===== src/design/tbfd_pkg.sv =====
// ----------------------------------------------------------------------------
// tbfd_pkg - shared types and constants for the length-prefix deframer
// Holds the result record, the queue entry, the parser phases and the
// prefix and result codes used by the front, queue and back modules.
// ----------------------------------------------------------------------------
package tbfd_pkg;

    // Width of the field_length result
    localparam int LEN_W = 24;

    // Decoupling queue between parser and result issue
    localparam int QDEPTH = 4;
    localparam int QPTR_W = $clog2(QDEPTH);

    // Prefix codes
    localparam logic [7:0] PREFIX_EXT = 8'hFE;
    localparam logic [7:0] PREFIX_BAD = 8'hFF;

    // Index of the last byte of the 24-bit extended length
    localparam logic [1:0] EXT_LAST_IDX = 2'd2;

    // Error codes
    localparam logic ERR_BAD_PREFIX = 1'b0;
    localparam logic ERR_TRUNCATED  = 1'b1;

    typedef enum logic [1:0] {
        KIND_PAYLOAD = 2'd0,
        KIND_DONE    = 2'd1,
        KIND_ERROR   = 2'd2
    } t_kind;

    typedef enum logic [2:0] {
        PH_PREFIX  = 3'd0,
        PH_EXTLEN  = 3'd1,
        PH_PAYLOAD = 3'd2,
        PH_PAD     = 3'd3,
        PH_DROP    = 3'd4
    } t_phase;

    typedef struct packed {
        t_kind             kind;
        logic [7:0]        payload_byte;
        logic [LEN_W-1:0]  field_length;
        logic              error_code;
    } t_result;

    // One queue entry: every result that a single input byte causes
    typedef struct packed {
        logic    two;
        t_result r0;
        t_result r1;
    } t_op;

endpackage


===== src/design/tbfd_if.sv =====
// ----------------------------------------------------------------------------
// tbfd_if - stream channels of the deframer
// Byte input channel and result output channel, valid/ready handshake.
// ----------------------------------------------------------------------------
interface tbfd_in_if;
    logic       valid;
    logic       ready;
    logic [7:0] data_byte;
    logic       buffer_end;

    modport source (output valid, output data_byte, output buffer_end, input ready);
    modport sink   (input valid, input data_byte, input buffer_end, output ready);
endinterface

interface tbfd_out_if;
    logic        valid;
    logic        ready;
    logic [1:0]  kind;
    logic [7:0]  payload_byte;
    logic [23:0] field_length;
    logic        error_code;
    logic        last_of_run;

    modport source (output valid, output kind, output payload_byte, output field_length,
                    output error_code, output last_of_run, input ready);
    modport sink   (input valid, input kind, input payload_byte, input field_length,
                    input error_code, input last_of_run, output ready);
endinterface


===== src/design/tbfd_front.sv =====
// ----------------------------------------------------------------------------
// tbfd_front - prefix parser
// Accepts one byte per cycle unless the queue is full, tracks the field phase
// and offset, and packs the results the byte causes into one queue entry.
// ----------------------------------------------------------------------------
module tbfd_front
    import tbfd_pkg::*;
#(
    parameter int LENGTH_BITS = 24
) (
    input  logic          i_clk,
    input  logic          i_rst_n,
    tbfd_in_if.sink       i_in,
    input  logic          i_full,
    output logic          o_push,
    output t_op           o_op
);

    t_phase                 r_phase, n_phase, w_step_phase;
    logic [LENGTH_BITS-1:0] r_field_len, n_field_len;
    logic [LENGTH_BITS-1:0] r_bytes_left, n_bytes_left;
    logic [1:0]             r_off, n_off;
    logic [1:0]             r_idx, n_idx;

    logic                   w_acc;
    logic [7:0]             w_b;
    logic                   w_end;
    logic [LEN_W-1:0]       w_ext_byte;
    logic [LENGTH_BITS-1:0] w_ext_len;
    logic [LENGTH_BITS-1:0] w_pfx_len;
    logic [LENGTH_BITS-1:0] w_bl_dec;
    logic [1:0]             w_o1;
    logic [1:0]             w_pad;
    logic                   w_pad0;
    logic                   w_short;
    logic                   w_ext_last;
    logic                   w_bl_one;
    logic                   w_fin;
    logic                   w_open;
    logic                   ev_byte, ev_done, ev_bad, ev_trunc;
    t_result                w_res_byte, w_res_done, w_res_bad, w_res_trunc;

    // Handshake
    assign i_in.ready = !i_full;
    assign w_acc      = i_in.valid && !i_full;
    assign w_b        = i_in.data_byte;
    assign w_end      = i_in.buffer_end;

    // Length assembly and offset arithmetic
    always_comb begin
        case (r_idx)
            2'd0:    w_ext_byte = {16'h0000, w_b};
            2'd1:    w_ext_byte = {8'h00, w_b, 8'h00};
            default: w_ext_byte = {w_b, 16'h0000};
        endcase
    end

    assign w_ext_len  = r_field_len | w_ext_byte[LENGTH_BITS-1:0];
    assign w_pfx_len  = LENGTH_BITS'(w_b);
    assign w_bl_dec   = r_bytes_left - LENGTH_BITS'(1);
    assign w_bl_one   = (r_bytes_left == LENGTH_BITS'(1));
    assign w_short    = (w_b < PREFIX_EXT);
    assign w_ext_last = (r_idx == EXT_LAST_IDX);
    assign w_o1       = (r_phase == PH_PREFIX) ? 2'd1 : r_off + 2'd1;
    assign w_pad      = 2'd0 - w_o1;
    assign w_pad0     = (w_pad == 2'd0);

    // Field length reached: either complete now or pad to the boundary
    always_comb begin
        unique case (r_phase)
            PH_PREFIX:  w_fin = w_short && (w_pfx_len == '0);
            PH_EXTLEN:  w_fin = w_ext_last && (w_ext_len == '0);
            PH_PAYLOAD: w_fin = w_bl_one;
            default:    w_fin = 1'b0;
        endcase
    end

    // Next phase
    always_comb begin
        unique case (r_phase)
            PH_PREFIX: begin
                if (w_b == PREFIX_BAD)      w_step_phase = PH_DROP;
                else if (w_b == PREFIX_EXT) w_step_phase = PH_EXTLEN;
                else if (w_fin)             w_step_phase = w_pad0 ? PH_PREFIX : PH_PAD;
                else                        w_step_phase = PH_PAYLOAD;
            end
            PH_EXTLEN: begin
                if (!w_ext_last)            w_step_phase = PH_EXTLEN;
                else if (w_fin)             w_step_phase = w_pad0 ? PH_PREFIX : PH_PAD;
                else                        w_step_phase = PH_PAYLOAD;
            end
            PH_PAYLOAD: begin
                if (w_fin)                  w_step_phase = w_pad0 ? PH_PREFIX : PH_PAD;
                else                        w_step_phase = PH_PAYLOAD;
            end
            PH_PAD:     w_step_phase = w_bl_one ? PH_PREFIX : PH_PAD;
            PH_DROP:    w_step_phase = PH_DROP;
            default:    w_step_phase = PH_PREFIX;
        endcase
        w_open  = (w_step_phase == PH_EXTLEN) || (w_step_phase == PH_PAYLOAD) ||
                  (w_step_phase == PH_PAD);
        n_phase = r_phase;
        if (w_acc) begin
            n_phase = w_end ? PH_PREFIX : w_step_phase;
        end
    end

    // Counters and length
    always_comb begin
        n_field_len  = r_field_len;
        n_bytes_left = r_bytes_left;
        n_off        = r_off;
        n_idx        = r_idx;
        if (w_acc) begin
            unique case (r_phase)
                PH_PREFIX: begin
                    n_field_len  = w_short ? w_pfx_len : '0;
                    n_bytes_left = w_pfx_len;
                    n_off        = (w_b == PREFIX_BAD) ? 2'd0 : 2'd1;
                    n_idx        = 2'd0;
                end
                PH_EXTLEN: begin
                    n_field_len  = w_ext_len;
                    n_bytes_left = w_ext_len;
                    n_off        = w_o1;
                    n_idx        = w_ext_last ? 2'd0 : r_idx + 2'd1;
                end
                PH_PAYLOAD: begin
                    n_bytes_left = w_bl_dec;
                    n_off        = w_o1;
                end
                PH_PAD: begin
                    n_bytes_left = w_bl_dec;
                    n_off        = w_bl_one ? 2'd0 : w_o1;
                end
                default: begin
                end
            endcase
            // finish: pad count or boundary reached
            if (w_fin) begin
                if (w_pad0) n_off = 2'd0;
                else        n_bytes_left = LENGTH_BITS'(w_pad);
            end
            // buffer end closes everything
            if (w_end) begin
                n_bytes_left = '0;
                n_off        = 2'd0;
                n_idx        = 2'd0;
            end
        end
    end

    // Result events and queue entry
    always_comb begin
        ev_byte  = (r_phase == PH_PAYLOAD);
        ev_done  = ((r_phase == PH_PAD) && w_bl_one) || (w_fin && w_pad0);
        ev_bad   = (r_phase == PH_PREFIX) && (w_b == PREFIX_BAD);
        ev_trunc = w_end && w_open;

        w_res_byte  = '{kind: KIND_PAYLOAD, payload_byte: w_b, field_length: '0,
                        error_code: 1'b0};
        w_res_done  = '{kind: KIND_DONE, payload_byte: 8'h00,
                        field_length: LEN_W'(n_field_len), error_code: 1'b0};
        w_res_bad   = '{kind: KIND_ERROR, payload_byte: 8'h00, field_length: '0,
                        error_code: ERR_BAD_PREFIX};
        w_res_trunc = '{kind: KIND_ERROR, payload_byte: 8'h00, field_length: '0,
                        error_code: ERR_TRUNCATED};

        o_op.two = ev_byte && (ev_done || ev_trunc);
        o_op.r1  = ev_done ? w_res_done : w_res_trunc;
        if (ev_byte)      o_op.r0 = w_res_byte;
        else if (ev_done) o_op.r0 = w_res_done;
        else if (ev_bad)  o_op.r0 = w_res_bad;
        else              o_op.r0 = w_res_trunc;

        o_push = w_acc && (ev_byte || ev_done || ev_bad || ev_trunc);
    end

    // State registers
    always_ff @(posedge i_clk) begin
        if (!i_rst_n) begin
            r_phase      <= PH_PREFIX;
            r_field_len  <= '0;
            r_bytes_left <= '0;
            r_off        <= 2'd0;
            r_idx        <= 2'd0;
        end else begin
            r_phase      <= n_phase;
            r_field_len  <= n_field_len;
            r_bytes_left <= n_bytes_left;
            r_off        <= n_off;
            r_idx        <= n_idx;
        end
    end

`ifndef SYNTHESIS
    // a request carrying buffer end leaves the parser waiting for a prefix
    a_end_closes: assert property (@(posedge i_clk) disable iff (!i_rst_n)
        w_acc && w_end |=> (r_phase == PH_PREFIX) && (r_off == 2'd0))
        else $error("buffer end did not return parser to prefix");

    // padding count stays within one word
    a_pad_range: assert property (@(posedge i_clk) disable iff (!i_rst_n)
        (r_phase == PH_PAD) |-> (r_bytes_left != '0) && (r_bytes_left < LENGTH_BITS'(4)))
        else $error("padding count out of range");
`endif

endmodule


===== src/design/tbfd_queue.sv =====
// ----------------------------------------------------------------------------
// tbfd_queue - decoupling queue
// Small register FIFO of result entries between parser and issue stage.
// ----------------------------------------------------------------------------
module tbfd_queue
    import tbfd_pkg::*;
(
    input  logic i_clk,
    input  logic i_rst_n,
    input  logic i_push,
    input  t_op  i_op,
    input  logic i_pop,
    output logic o_full,
    output logic o_valid,
    output t_op  o_op
);

    t_op                 r_mem [QDEPTH];
    logic [QPTR_W-1:0]   r_wptr, r_rptr;
    logic [QPTR_W:0]     r_count;

    assign o_full  = (r_count == (QPTR_W+1)'(QDEPTH));
    assign o_valid = (r_count != '0);
    assign o_op    = r_mem[r_rptr];

    // Entry storage
    always_ff @(posedge i_clk) begin
        if (i_push) begin
            r_mem[r_wptr] <= i_op;
        end
    end

    // Pointers and fill level
    always_ff @(posedge i_clk) begin
        if (!i_rst_n) begin
            r_wptr  <= '0;
            r_rptr  <= '0;
            r_count <= '0;
        end else begin
            if (i_push) r_wptr <= r_wptr + QPTR_W'(1);
            if (i_pop)  r_rptr <= r_rptr + QPTR_W'(1);
            case ({i_push, i_pop})
                2'b10:   r_count <= r_count + (QPTR_W+1)'(1);
                2'b01:   r_count <= r_count - (QPTR_W+1)'(1);
                default: r_count <= r_count;
            endcase
        end
    end

`ifndef SYNTHESIS
    // fill level agrees with the pointer distance
    a_level: assert property (@(posedge i_clk) disable iff (!i_rst_n)
        (r_count == (QPTR_W+1)'(QDEPTH)) || (QPTR_W'(r_count) == QPTR_W'(r_wptr - r_rptr)))
        else $error("queue level and pointers disagree");
`endif

endmodule


===== src/design/tbfd_back.sv =====
// ----------------------------------------------------------------------------
// tbfd_back - result issue stage
// Unpacks one or two results from each queue entry into a registered
// output channel, one result per cycle while the output is ready.
// ----------------------------------------------------------------------------
module tbfd_back
    import tbfd_pkg::*;
(
    input  logic        i_clk,
    input  logic        i_rst_n,
    input  logic        i_valid,
    input  t_op         i_op,
    output logic        o_pop,
    tbfd_out_if.source  o_out
);

    logic    r_valid;
    t_result r_res;
    logic    r_last;
    logic    r_sub;

    logic    w_load;
    logic    w_last;

    // Load when the output register is free or being drained
    assign w_load = i_valid && (!r_valid || o_out.ready);
    assign w_last = r_sub || !i_op.two;
    assign o_pop  = w_load && w_last;

    // Output register
    always_ff @(posedge i_clk) begin
        if (w_load) begin
            r_res  <= r_sub ? i_op.r1 : i_op.r0;
            r_last <= w_last;
        end
    end

    // Control
    always_ff @(posedge i_clk) begin
        if (!i_rst_n) begin
            r_valid <= 1'b0;
            r_sub   <= 1'b0;
        end else begin
            if (w_load)           r_valid <= 1'b1;
            else if (o_out.ready) r_valid <= 1'b0;
            if (w_load)           r_sub   <= !w_last;
        end
    end

    assign o_out.valid        = r_valid;
    assign o_out.kind         = r_res.kind;
    assign o_out.payload_byte = r_res.payload_byte;
    assign o_out.field_length = r_res.field_length;
    assign o_out.error_code   = r_res.error_code;
    assign o_out.last_of_run  = r_last;

`ifndef SYNTHESIS
    // second half is only pending while its paired entry is still queued
    a_sub_pending: assert property (@(posedge i_clk) disable iff (!i_rst_n)
        r_sub |-> i_valid && i_op.two)
        else $error("second result pending without a paired entry");
`endif

endmodule


===== src/design/tl_bytes_field_deframer.sv =====
// ----------------------------------------------------------------------------
// tl_bytes_field_deframer - length-prefixed byte-string field deframer
// Parses a byte stream of length-prefixed fields and emits payload bytes,
// field-complete records and error records.
// ----------------------------------------------------------------------------
// The block takes one byte per cycle while the queue is not full. Each byte
// is parsed in the cycle it is taken and its results (none, one or two) are
// written to a four-entry queue; the issue stage drains the queue into a
// registered output at one result per cycle while the output is ready. Results
// pass the queue and the output register. Padding, prefix and length bytes give
// no result unless they close a field, carry a bad prefix or meet buffer end
// inside a field; a payload byte that closes a field on a word boundary, or
// that meets buffer end inside a field, gives two results, so the sustained
// rate is one byte per cycle while results keep pace with bytes, and the
// output port sets the rate where two-result bytes cluster.
// ----------------------------------------------------------------------------
module tl_bytes_field_deframer
    import tbfd_pkg::*;
#(
    parameter int LENGTH_BITS = 24
) (
    input  logic        i_clk,
    input  logic        i_rst_n,
    tbfd_in_if.sink     i_in,
    tbfd_out_if.source  o_out
);

    logic w_push, w_full, w_qvalid, w_pop;
    t_op  w_op_in, w_op_head;

    tbfd_front #(
        .LENGTH_BITS (LENGTH_BITS)
    ) u_front (
        .i_clk   (i_clk),
        .i_rst_n (i_rst_n),
        .i_in    (i_in),
        .i_full  (w_full),
        .o_push  (w_push),
        .o_op    (w_op_in)
    );

    tbfd_queue u_queue (
        .i_clk   (i_clk),
        .i_rst_n (i_rst_n),
        .i_push  (w_push),
        .i_op    (w_op_in),
        .i_pop   (w_pop),
        .o_full  (w_full),
        .o_valid (w_qvalid),
        .o_op    (w_op_head)
    );

    tbfd_back u_back (
        .i_clk   (i_clk),
        .i_rst_n (i_rst_n),
        .i_valid (w_qvalid),
        .i_op    (w_op_head),
        .o_pop   (w_pop),
        .o_out   (o_out)
    );

endmodule

===== src/flat_wrapper.sv =====
// flat-port wrapper written by rule: the top's interface ports become plain ports
module tl_bytes_field_deframer_flat import tbfd_pkg::*;
#(
    parameter int LENGTH_BITS = 24
)
  (i_clk, i_rst_n, i_in_valid, i_in_data_byte, i_in_buffer_end, i_in_ready, o_out_valid, o_out_kind, o_out_payload_byte, o_out_field_length, o_out_error_code, o_out_last_of_run, o_out_ready);
  tbfd_in_if i_in_i ();
  tbfd_out_if o_out_i ();
  input  logic i_clk;
  input  logic i_rst_n;
  input wire logic [$bits(i_in_i.valid)-1:0] i_in_valid;
  input wire logic [$bits(i_in_i.data_byte)-1:0] i_in_data_byte;
  input wire logic [$bits(i_in_i.buffer_end)-1:0] i_in_buffer_end;
  output wire logic [$bits(i_in_i.ready)-1:0] i_in_ready;
  output wire logic [$bits(o_out_i.valid)-1:0] o_out_valid;
  output wire logic [$bits(o_out_i.kind)-1:0] o_out_kind;
  output wire logic [$bits(o_out_i.payload_byte)-1:0] o_out_payload_byte;
  output wire logic [$bits(o_out_i.field_length)-1:0] o_out_field_length;
  output wire logic [$bits(o_out_i.error_code)-1:0] o_out_error_code;
  output wire logic [$bits(o_out_i.last_of_run)-1:0] o_out_last_of_run;
  input wire logic [$bits(o_out_i.ready)-1:0] o_out_ready;
  assign i_in_i.valid = i_in_valid;
  assign i_in_i.data_byte = i_in_data_byte;
  assign i_in_i.buffer_end = i_in_buffer_end;
  assign i_in_ready = i_in_i.ready;
  assign o_out_valid = o_out_i.valid;
  assign o_out_kind = o_out_i.kind;
  assign o_out_payload_byte = o_out_i.payload_byte;
  assign o_out_field_length = o_out_i.field_length;
  assign o_out_error_code = o_out_i.error_code;
  assign o_out_last_of_run = o_out_i.last_of_run;
  assign o_out_i.ready = o_out_ready;
  tl_bytes_field_deframer #(.LENGTH_BITS(LENGTH_BITS)) u_core (.i_clk(i_clk), .i_rst_n(i_rst_n), .i_in(i_in_i), .o_out(o_out_i));
endmodule

===== config.mk =====
export PLATFORM = sky130hd
export DESIGN_NAME = tl_bytes_field_deframer_flat
export DESIGN_NICKNAME = d
export VERILOG_FILES = /design/src/design/tbfd_pkg.sv /design/src/design/tbfd_if.sv /design/src/design/tbfd_front.sv /design/src/design/tbfd_queue.sv /design/src/design/tbfd_back.sv /design/src/design/tl_bytes_field_deframer.sv /design/src/flat_wrapper.sv
export SDC_FILE = /design/constraint.sdc
export NUM_CORES = 1
export LEC_CHECK = 0
export BUFFER_PORTS_ARGS = -buffer_cell sky130_fd_sc_hd__buf_2
export CORE_AREA = 2 2 172 140
export CTS_CLUSTER_SIZE = 25
export DETAILED_ROUTE_END_ITERATION = 8
export DIE_AREA = 0 0 174 142
export PLACE_DENSITY = 0.82
export SLEW_MARGIN = 10
export SYNTH_ARGS = -nofsm -noshare
export SYNTH_HDL_FRONTEND = slang
export SYNTH_SLANG_ARGS = --single-unit

===== constraint.sdc =====
create_clock -name i_clk -period 9.98 [get_ports i_clk]
set_input_delay 0 -clock i_clk [delete_from_list [all_inputs] [get_ports i_clk]]
set_output_delay 0 -clock i_clk [all_outputs]
set_load 0.01 [all_outputs]

==> results.md <==
* Final setup margin at 5.43 ns
* CP Data Arrival Time at 5.01 ns
* Compound-Gate Fraction of Synth Area at under 10%
* Largest net degree at the start of global routing at 63
* Status: completed
* Predominant post-synthesis flop cell: edfxtp_1
* Vias/cell at 6.54
* Drt drc at 0
* Power per cell area at ~250 mW/mm^2
* Crit-path slowest cell: nor3b_1
* FMAX at between 0.2 and 0.25 GHz
* CP endpoint kind: register
* Fill cell count at about 1500
* Total Wirelength at about 34 mm
* Mean area per synthesized cell at approximately 14 um^2
* Synthesis-to-finish area growth at 10.7%
* Critical-path cell list: buf_4 -> nor3b_1 -> o211ai_1 -> a2111oi_2 -> or2_0 -> a211oi_1 -> a31oi_1 -> inv_1 -> ha_1 -> fa_1 -> xnor2_1 -> or3_1 -> a21oi_1
* Mapped Cells at 1075
* Setup tns final at 0 ns
* Max-cap violations at 0
* Vias in the first global route at about 9400
* Fin Clk Skew at between 0.02 and 0.025 ns
* Max stage delay on crit path at 0.78 ns
* Main combinational cell family by area after synthesis: simple AND/OR/NAND/NOR gates
* Final setup vio count at 0
* Pleak at 0.00554 uW
* Yosys reg bits at 350
* Post-Synth Adder-Cell Area at 0.811%
* CTS sink cnt at 350
* Most common cell after layout, fill and taps aside: edfxtp_1
* First-pass GRT wire length at 52.4 mm
* Async set-or-reset flop fraction in the synthesized netlist at 0%
* N_diodes at 0
* Total CTS buffers at 35
* Sequential element share of the synthesized area at between 60% and 70%
* Initial antenna violation count at 1
* Worst hold slack at roughly 0.03 ns
* Reg area at between 0.009 and 0.01 mm^2
* TritonRoute pass-1 iters at 5
* Tcrit/Tclk final at 45.5%
* Root buf cell: clkbuf_16
* CTS tree: built
* RePlAce Congestion at between 0.9 and 1
* Die area at 0.0247 mm^2
* CTS Buffer Depth at 3
* Worst setup path class: reg -> reg
* Count of cell types in the netlist at 72
* Worst-path clk slew at 0.06 ns
* Worst Tran Pin Value at roughly 1.2 ns
* GR Overflow Total at 0
* Max VDD drop at between 0.00015 and 0.0002 V
* Site row count at 50
* DRT antenna net count at 0
* RSZ-0062 raised after global routing: false
* Final max-slew violation count at 0
* H-tree depth at 2
* Dpl hpwl at between 15 and 20 mm
* Routed via count at roughly 9400
* Post-synth EDFFs at 284
* Quantity of gates resized following cts at 0
* Multi-input logic area at 0.00459 mm^2
* Worst rel slew slack at a little under a fifth
* Routed len/inst at approximately 23 um
* Initial Util at between 60% and 70%
* NumNets Final at 1129
* Iteration-0 DRC Markers at 1214
* All-Layer GR Usage at 27.8%
* Mux cell area share after synthesis at approximately 9.6%
* Most frequent cells in the layout: edfxtp_1 (284), nand2_1 (122), nor2_1 (100)
* Worst hold path class: in -> reg
* Synthesized Nets at 1097
* Post-synthesis xor/xnor area fraction at 0.651%
* Synth warn at 0
* Synth Area in Simple Gates at 11.5%
* Die X at around 170 um
* Chip height at about 140 um
* Crit start category: register
* CP required at 10.44 ns
* Hold Vio Cnt, Final at 0
* Final min period at between 4 and 5 ns
* Placement Setup Slack at ~5.6 ns
* Port buffer count at 50
* IO Pins at roughly 50
* CORE AREA at around 0.023 mm^2
* Fraction of layout cells with a size suffix above 1 at around 18%
* Clk_lat worst skew at roughly 0.53 ns
* Synth Cell Area at between 0.01 and 0.015 mm^2
* CP max FO at 46
## through the flow
stage	cell area (um^2)	utilization [%]	power, uW	cells
after global routing	16400	71.2	4220	1443
after detailed placement	15300	66.3	2830	1377
after floorplan	14800	-	2550	1075
after global placement	15300	66.3	2800	1377
final	16400	71.2	4040	1443
after CTS	16400	71.2	4070	1443
## path summary, 6_finish.rpt
| path | to | slack, ns | cells after the start | from |
|---|---|---|---|---|
| hold reg to reg | u_core.u_front.r_bytes_left[7] | 0.48 | 2 | u_core.u_front.r_bytes_left[7] |
| hold / removal | u_core.u_queue.r_mem[3][61] | 0.03 | 2 | i_in_data_byte[1] |
| setup / recovery | u_core.u_queue.r_count[2] | 5.43 | 13 | u_core.u_front.r_phase[1] |
| setup reg to reg | u_core.u_queue.r_count[2] | 5.43 | 13 | u_core.u_front.r_phase[1] |
## layer usage
metal,share of wire [%],track usage (%)
met1,40,39.2
met2,48,44.3
met3,9.3,6.17
met4,2.1,8.45
met5,0.036,0
## kinds of logic after synthesis
kind of cell,after synthesis
xor+xnor,11
buf+inv,92
fa+ha+maj,9
mux,65
flops,350
compound gates,185
simple gates,363
## repair_timing
item	CTS	global route
setup buffers	0	0
endpoints found under the hold margin	12	0
endpoints found under the setup margin	0	0
hold buffers	5	0
## cells in the mapped netlist (all sizes together), types with 7 or more instances
cell type  number  area share, %
or3             7           0.30
inv            16           0.41
clkbuf         54            1.4
a31oi           8           0.34
o21ai          33            1.1
buf            22           0.76
o21a            7           0.35
nor2          100            2.5
nor3           38            1.4
and3           11           0.46
o22ai           7           0.39
a22oi          23            1.2
a21oi          59            2.0
dfxtp          66            8.9
nand3          17           0.57
ha              8           0.68
and2           25            1.1
nand2         122            3.1
edfxtp        284             58
nor4           13           0.55
mux4           62            9.4
## final cells by class
class	count	share of cell area [%]
Timing Repair Buffer	71	2.56
Clock buffer	47	5.86
Clock inverter	14	0.725
Tap cell	312	2.38
Multi-Input combinational cell	633	28.0
Sequential cell	350	60.1
Inverter	16	0.366
## flip-flops by register name (all words and copies together), names as in the netlist, named ones only
register	count
u_core.u_back.o_out.field_length	24
u_core.u_queue.r_count	3
u_core.u_queue.r_mem	248
u_core.u_back.r_sub	1
u_core.u_queue.r_wptr	2
u_core.u_back.o_out.valid	1
u_core.u_queue.r_rptr	2
u_core.u_back.o_out.kind	2
u_core.u_back.o_out.payload_byte	8
u_core.u_front.r_off	2
u_core.u_back.o_out.last_of_run	1
u_core.u_front.r_phase	3
u_core.u_back.o_out.error_code	1
u_core.u_front.r_idx	2
u_core.u_front.r_bytes_left	24
u_core.u_front.r_field_len	24
## power breakdown
part | switching [uW] | total (uW) | internal, uW
logic | 528 | 906 | 378
clock network | 544 | 1230 | 686
registers | 99.6 | 1910 | 1810
total | 1170 | 4040 | 2870
## worst max-delay path, delay by kind of cell (launching register included)
family / cells / cell delay (ns)
compound gates: 5 / 1.50
flops: 1 / 0.30
xor+xnor: 1 / 0.15
fa+ha+maj: 2 / 0.68
simple gates: 3 / 1.48
buf+inv: 2 / 0.36
Power figures use the tool's default switching activity.
